--- src/rtl/pfm_pkg.sv ---
package pfm_pkg;

    localparam int FRAC_BITS_DEF = 24;

    localparam int POS_W = 31;
    localparam int VEL_W = 40;
    localparam int ACC_W = 64;

    localparam int S_TDATA_W = 208;
    localparam int M_TDATA_W = 272;

    localparam int CFG_IDX_W  = 3;
    localparam int CFG_DATA_W = 32;

    localparam int DVD_W = 128;
    localparam int DVS_W = 64;

    localparam logic [CFG_IDX_W-1:0] REG_CUTOFF = 3'd0;
    localparam logic [CFG_IDX_W-1:0] REG_MINR   = 3'd1;
    localparam logic [CFG_IDX_W-1:0] REG_IMASS  = 3'd2;
    localparam logic [CFG_IDX_W-1:0] REG_DT     = 3'd3;
    localparam logic [CFG_IDX_W-1:0] REG_SIZE   = 3'd4;

    localparam logic [30:0] CUTOFF_RST = 31'd167772;
    localparam logic [30:0] MINR_RST   = 31'd1678;
    localparam logic [31:0] IMASS_RST  = 32'd6553600;
    localparam logic [30:0] DT_RST     = 31'd8389;
    localparam logic [30:0] SIZE_RST   = 31'd16777216;

endpackage

--- src/rtl/pfm_divider.sv ---
module pfm_divider (
    input  logic                           aclk,
    input  logic                           aresetn,
    input  logic                           start,
    input  logic [pfm_pkg::DVD_W-1:0]      dividend,
    input  logic [pfm_pkg::DVS_W-1:0]      divisor,
    output logic                           done,
    output logic [pfm_pkg::DVS_W-1:0]      quotient
);

    logic                          busy_reg;
    logic                          done_reg;
    logic [6:0]                    cnt_reg;
    logic [pfm_pkg::DVS_W-1:0]     rem_reg;
    logic [pfm_pkg::DVS_W-1:0]     lo_reg;
    logic [pfm_pkg::DVS_W-1:0]     q_reg;
    logic [pfm_pkg::DVS_W-1:0]     dvs_reg;
    logic [pfm_pkg::DVS_W:0]       rem_sh;
    logic                          take;

    assign rem_sh = {rem_reg, lo_reg[pfm_pkg::DVS_W-1]};
    assign take   = rem_sh >= {1'b0, dvs_reg};

    always_ff @(posedge aclk) begin
        if (!aresetn) begin
            busy_reg <= 1'b0;
            done_reg <= 1'b0;
            cnt_reg  <= '0;
        end else begin
            done_reg <= 1'b0;
            if (start) begin
                dvs_reg <= divisor;
                rem_reg <= dividend[pfm_pkg::DVD_W-1:pfm_pkg::DVS_W];
                lo_reg  <= dividend[pfm_pkg::DVS_W-1:0];
                cnt_reg <= '0;
                // quotient would not fit in 64 bits
                if (dividend[pfm_pkg::DVD_W-1:pfm_pkg::DVS_W] >= divisor) begin
                    q_reg    <= '1;
                    done_reg <= 1'b1;
                end else begin
                    q_reg    <= '0;
                    busy_reg <= 1'b1;
                end
            end else if (busy_reg) begin
                lo_reg <= {lo_reg[pfm_pkg::DVS_W-2:0], 1'b0};
                q_reg  <= {q_reg[pfm_pkg::DVS_W-2:0], take};
                if (take) begin
                    rem_reg <= rem_sh[pfm_pkg::DVS_W-1:0] - dvs_reg;
                end else begin
                    rem_reg <= rem_sh[pfm_pkg::DVS_W-1:0];
                end
                cnt_reg <= cnt_reg + 7'd1;
                if (cnt_reg == 7'(pfm_pkg::DVS_W - 1)) begin
                    busy_reg <= 1'b0;
                    done_reg <= 1'b1;
                end
            end
        end
    end

    assign done     = done_reg;
    assign quotient = q_reg;

endmodule

--- config.mk ---
export PLATFORM = sky130hd
export DESIGN_NAME = pfm_divider
export DESIGN_NICKNAME = d
export VERILOG_FILES = /design/src/rtl/pfm_pkg.sv /design/src/rtl/pfm_divider.sv
export SDC_FILE = /design/constraint.sdc
export NUM_CORES = 1
export LEC_CHECK = 0
export BUFFER_PORTS_ARGS = -buffer_cell sky130_fd_sc_hd__buf_2
export CAP_MARGIN = 20
export CORE_MARGIN = 2
export CORE_UTILIZATION = 50
export DETAILED_ROUTE_END_ITERATION = 16
export PLACE_DENSITY_LB_ADDON = 0.3
export SKIP_LAST_GASP = 1
export SYNTH_ARGS = -nofsm -noshare
export SYNTH_HDL_FRONTEND = slang
export SYNTH_SLANG_ARGS = --single-unit
--- constraint.sdc ---
create_clock -name aclk -period 9 [get_ports aclk]
set_clock_uncertainty 0.2 [all_clocks]
set_input_delay 1.8 -clock aclk [delete_from_list [all_inputs] [get_ports aclk]]
set_output_delay 1.8 -clock aclk [all_outputs]
set_load 0.05 [all_outputs]
==> impl_metrics.toml, run 1 <==
[status]
outcome = "completed"

[layout]
layout-drive-gt1-share_pct = 21.5
layout.nets = 2162
final_common_cell = "buf_2"
area_delta_synth_final_pct = 15.0
most-common-layout-cells = "buf_2 (258), edfxtp_1 (256), nor2_1 (228)"
stdcell_count = 2313
final_util_pct = 58.5

[floorplan]
die_width_um = 186
core_mm2 = 0.0325
start_util_pct = 50.8
io_pins = 260
std_cell_rows = 66
die_h_um = 186
dieArea_mm2 = 0.0345

[timing]
hold_viol_final = 0
final.setup.tns_ns = 0
rsz0062_at_grt = "no"
slew_headroom_pct = 37.3
fin_crit_ns = 4.95
finalSetupViolations = 0
finalMaxSlewViolations = 0
fmax_ghz = 0.202
fin_crit_sh_pct = 55.0
worstMarginPinSlew_ns = 0.940

[pwr]
swShare_pct = 31.8
p_clk_share_pct = 30.6
pwr-share-seq_pct = 42.6
pwr-share-comb_pct = 26.9
switchingPower_mw = 1.15
power_leakage_nw = 8.29
p_int_mw = 2.46
vdd_ir_drop_max_v = 0.000165
power.density_mw_per_mm2 = 190

[worst_setup_path]
cp.arrival_ns = 5.04
worst-path-max-fanout = 65
worst-endpoint-required_ns = 9.09
rrSetupSlack_ns = 4.50
endpoint_kind = "flip-flop"
critPathLaunchType = "input pin"
critical_path_class = "input pin to flip-flop"

[synth]
syn_area_per_cell_um2 = 10.3
ys_warn_count = 0
netlist-cell-type-count = 72
ys_seq_elements = 265
syn-num-nets = 1933
synth_top_flop_cell = "edfxtp_1"
synth_seq_area_share_pct = 47.6
synth.cell_area_mm2 = 0.0165
synth-async-reset-ratio_pct = 0
synth-edff-count = 256
syn_inst = 1608

[drt]
ant_nets = 0
drc_errors = 0
via_per_inst = 5.54
routed_wirelength_um = 41000
vias = 12800
first_pass_iters = 5
drt_iter0_drc = 868
routedWlPerCell_um = 17.7

[clocking]
clockBufferDepth = 3
path_clk_slew_ns = 0.06
cts_buffers = 29
tritoncts = "done"
ctsHoldBuffers = 0
post_cts_resized = 0
htreeDepth = 1
clock-sinks = 265
cts-root-buf = "clkbuf_16"
post_cts_buffers = 0
clkLatencyLatePin_ns = 0.59

[placed_design]
dp.cells = 2248
portBuffers = 259
hpwl_um = 30600
gp_congestion = 0.880

[grt]
antenna_found_initial = 17
track_usage_pct = 23.6
grt_pass1_wl_um = 64500
first_global_vias = 12800
grt_max_degree = 73
grt_overflow = 0

[job]
cap_violations = 0

[min_path]
hold_path_class = "flip-flop to flip-flop"
## layout make-up
| cell class | count | area (um^2) |
|---|---|---|
| clock buffers | 34 | 744 |
| repair buffers | 269 | 1370 |
| diodes | 12 | 30.0 |
| well taps | 442 | 553 |
| clock inverters | 19 | 113 |
| multi-input cells | 1125 | 7790 |
| flip-flops and latches | 265 | 7870 |
| fillers | 2887 | 13500 |
| inverters | 147 | 553 |
## synth_stat cells (3+ instances only)
library cell  number  area [um^2]
a211o_1            3         26.3
a211oi_1          12         90.1
a21boi_0           3         22.5
a21o_1            51          383
a21oi_1          143          716
a221o_1            7         70.1
a221oi_1           4         35.0
a221oi_2           3         45.0
a2bb2oi_1          5         43.8
a31oi_1           10         62.6
and2_1             8         50.1
and3_1            11         68.8
buf_2             10         50.1
buf_4              9         67.6
buf_6              5         56.3
clkbuf_1          46          173
dfxtp_1            9          180
edfxtp_1         256         7690
ha_1             129         1610
inv_1            146          548
mux2_2            64          721
mux2i_1           52          521
nand2_1           77          289
nand2b_1           9         56.3
nand3_1           15         75.1
nand4_1           38          238
nor2_1           228          856
nor2b_1           12         75.1
nor3_1            20          100
nor4_1             7         43.8
o211ai_1           7         52.6
o21a_1             9         67.6
o21ai_0           63          315
o21ai_1            6         30.0
o21bai_1           7         52.6
o31a_1             3         26.3
or2_2              7         43.8
or3_1              9         56.3
xnor2_1           35          307
xor2_1            26          228
## critical path, stage by stage
cell and delay (ns):
buf_2 0.11, ha_1 0.30, a21o_1 0.18, a21o_1 0.17
a21o_1 0.17, a21o_1 0.17, a21oi_1 0.14, nor2_1 0.06
a2111oi_0 0.70, a21oi_1 0.28, nor4_4 0.20, buf_4 0.56
nor2_1 0.13
## power groups by stage
stage          clock [mW]  combinational [mW]  sequential, mW
2_1_floorplan           0               0.655            1.64
3_3_place_gp            0               0.944            1.56
3_5_place_dp            0               0.964            1.56
4_1_cts              1.13               0.969            1.54
5_1_grt              1.17                1.07            1.55
6_report             1.10               0.969            1.54
## layer usage
metal	GRT usage [%]	wire length, um	vias up
li1	-	-	6284
met1	30.5	17800	6047
met2	38.3	18600	388
met3	7.22	3360	83
met4	6.46	1120	14
met5	0	77	-
## final timing paths
kind / cells after the start / from / end
hold reg to reg: 2 / cnt_reg[6] / cnt_reg[6]
setup / recovery: 13 / dividend[81] / quotient[35]
setup reg to reg: 9 / rem_reg[14] / rem_reg[39]
hold / removal: 2 / cnt_reg[6] / cnt_reg[6]
## cell families (layout without fill, tap and decap cells)
kind of cell	after synthesis	count (layout)	share of synthesized area, %
compound gates	364	364	13.9
buf+inv	218	469	5.46
flops	265	265	47.6
other cells	0	12	0
fa+ha+maj	130	130	9.88
xor+xnor	61	61	3.23
mux	116	116	7.50
simple gates	454	454	12.5
## stage by stage
stage	instance area, um^2	worst slack (ns)	power [mW]	hold slack [ns]
3_3_place_gp	18100	3.65	2.50	0.265
5_1_grt	19000	3.89	3.79	0.335
3_5_place_dp	18100	3.55	2.52	0.280
2_1_floorplan	16500	1.62	2.29	0.253
4_1_cts	19000	4.16	3.63	0.292
6_report	19000	4.05	3.61	0.289
(Power assumes the default switching activity.)
==> run 2: changes to the inputs <==
==> constraint.sdc (replaced) <==
create_clock -name aclk -period 4.6 [get_ports aclk]
set_clock_uncertainty 0.2 [all_clocks]
set_input_delay 0.92 -clock aclk [delete_from_list [all_inputs] [get_ports aclk]]
set_output_delay 0.92 -clock aclk [all_outputs]
set_load 0.05 [all_outputs]
==> impl_metrics.toml, run 2 (synthesized netlist as in run 1, its figures left out) <==
[worst_setup_path]
worst-path-max-fanout = 3
critPathLaunchType = "flip-flop"
cp.arrival_ns = 4.05
endpoint_kind = "flip-flop"
worst-endpoint-required_ns = 4.71
critical_path_class = "flip-flop to flip-flop"
rrSetupSlack_ns = 0.66
rr_startpoint = "lo_reg[63]"
regToRegEndpoint = "rem_reg[62]"
r2r_cells = 14

[floorplan]
start_util_pct = 50.8
io_pins = 260
dieArea_mm2 = 0.0345
std_cell_rows = 66
die_h_um = 186
core_mm2 = 0.0325
die_width_um = 186

[layout]
multi_input_area_mm2 = 0.00779
layout-drive-gt1-share_pct = 21.8
area_delta_synth_final_pct = 16.2
stdcell_count = 2315
fillers = 2871
final_common_cell = "buf_2"
most-common-layout-cells = "buf_2 (258), edfxtp_1 (256), nor2_1 (228)"
layout.nets = 2169
seq_area_mm2 = 0.00787

[timing]
slew_headroom_pct = 53.6
hold_slack_ns = 0.292
fmax_ghz = 0.254
fin_crit_sh_pct = 85.5
finalMaxSlewViolations = 0
hold_viol_final = 0
finalSetupViolations = 0
final.setup.tns_ns = 0
rsz0062_at_grt = "no"
setup_slack_ns = 0.665
fin_crit_ns = 3.94
worstMarginPinSlew_ns = 0.689

[drt]
routed_wirelength_um = 41200
first_pass_iters = 5
ant_nets = 0
drt_iter0_drc = 951
via_per_inst = 5.57
drc_errors = 0
routedWlPerCell_um = 17.8
vias = 12900

[clocking]
cts_buffers = 30
clockBufferDepth = 3
clock-sinks = 265
cts-root-buf = "clkbuf_16"
ctsHoldBuffers = 0
post_cts_buffers = 0
htreeDepth = 1
post_cts_resized = 0
tritoncts = "done"
path_clk_slew_ns = 0.06
clkLatencyLatePin_ns = 0.58

[min_path]
hold_path_class = "flip-flop to flip-flop"
min-delay-start = "cnt_reg[6]"
whs_endpoint = "cnt_reg[6]"
worstHoldPathCells = 2

[placed_design]
dp.cells = 2253
portBuffers = 259
gp_congestion = 0.908
dp_slack_ns = 0.344
hpwl_um = 30900

[grt]
grt_max_degree = 103
grt_overflow = 0
first_global_vias = 12900
antenna_found_initial = 13
track_usage_pct = 23.8
grt_pass1_wl_um = 65100

[pwr]
power_leakage_nw = 8.39
power.density_mw_per_mm2 = 380
vdd_ir_drop_max_v = 0.000325

[job]
cap_violations = 0

[status]
outcome = "completed"
==> run 2: cell count changes in the layout (fill, tap and decap cells not counted), moves of 3 or more <==
| cell | previous run | this run |
|---|---|---|
| diode_2 | 12 | 5 |
| clkinv_2 | 11 | 7 |
| buf_12 | 0 | 3 |
| bufinv_16 | 0 | 3 |
| clkinv_1 | 5 | 8 |
==> run 2: per-stage QoR <==
stage | cell area, um^2 | power (mW) | utilization, %
after CTS | 19200 | 7.35 | 59.0
final | 19200 | 7.30 | 59.1
after detailed placement | 18200 | 4.95 | 56.0
after global routing | 19200 | 7.67 | 59.1
after floorplan | 16500 | 4.47 | -
after global placement | 18200 | 4.91 | 56.0
==> run 2: worst max path at each step <==
stage	start	end	slack (ns)	cells past startpoint
floorplan	start	busy_reg	0.16	4
global placement	dividend[89]	quotient[15]	0.42	13
detailed placement	dividend[89]	quotient[24]	0.34	13
CTS	lo_reg[63]	rem_reg[62]	0.67	14
global route	lo_reg[63]	rem_reg[62]	0.40	14
finish	lo_reg[63]	rem_reg[62]	0.66	14
==> run 2: worst max-delay path, stage by stage, from the launching register on <==
cell,delay [ns]
edfxtp_1,0.36
inv_1,0.08
ha_1,0.16
inv_1,0.05
fa_1,0.42
a21oi_1,0.24
o211ai_1,0.17
o221ai_1,0.35
a311oi_2,0.20
o21a_1,0.25
o21ai_1,0.24
o21ai_1,0.16
a2111oi_1,0.52
o211a_1,0.24
nor3_2,0.04
==> run 2: final cells by class <==
cell class / instances / share of cell area [%]
Antenna cell: 5 / 0.0651
Clock buffer: 35 / 4.11
Clock inverter: 21 / 0.950
Inverter: 147 / 2.88
Multi-Input combinational cell: 1125 / 40.5
Sequential cell: 265 / 40.9
Tap cell: 442 / 2.88
Timing Repair Buffer: 275 / 7.68
==> run 2: report_power, final <==
| group | switching, mW | internal (mW) | total (mW) |
|---|---|---|---|
| Clock | 0.988 | 1.39 | 2.38 |
| Combinational | 1.17 | 0.753 | 1.92 |
| Sequential | 0.0870 | 2.92 | 3.00 |
==> run 2: metal layers <==
metal	part of all wire [%]	wire (um)	vias up	track usage (%)
li1	-	-	6303	-
met1	43	17800	6093	30.9
met2	46	19000	415	39.3
met3	8.6	3540	71	6.38
met4	2.2	892	16	6.33
met5	0.19	78	-	0
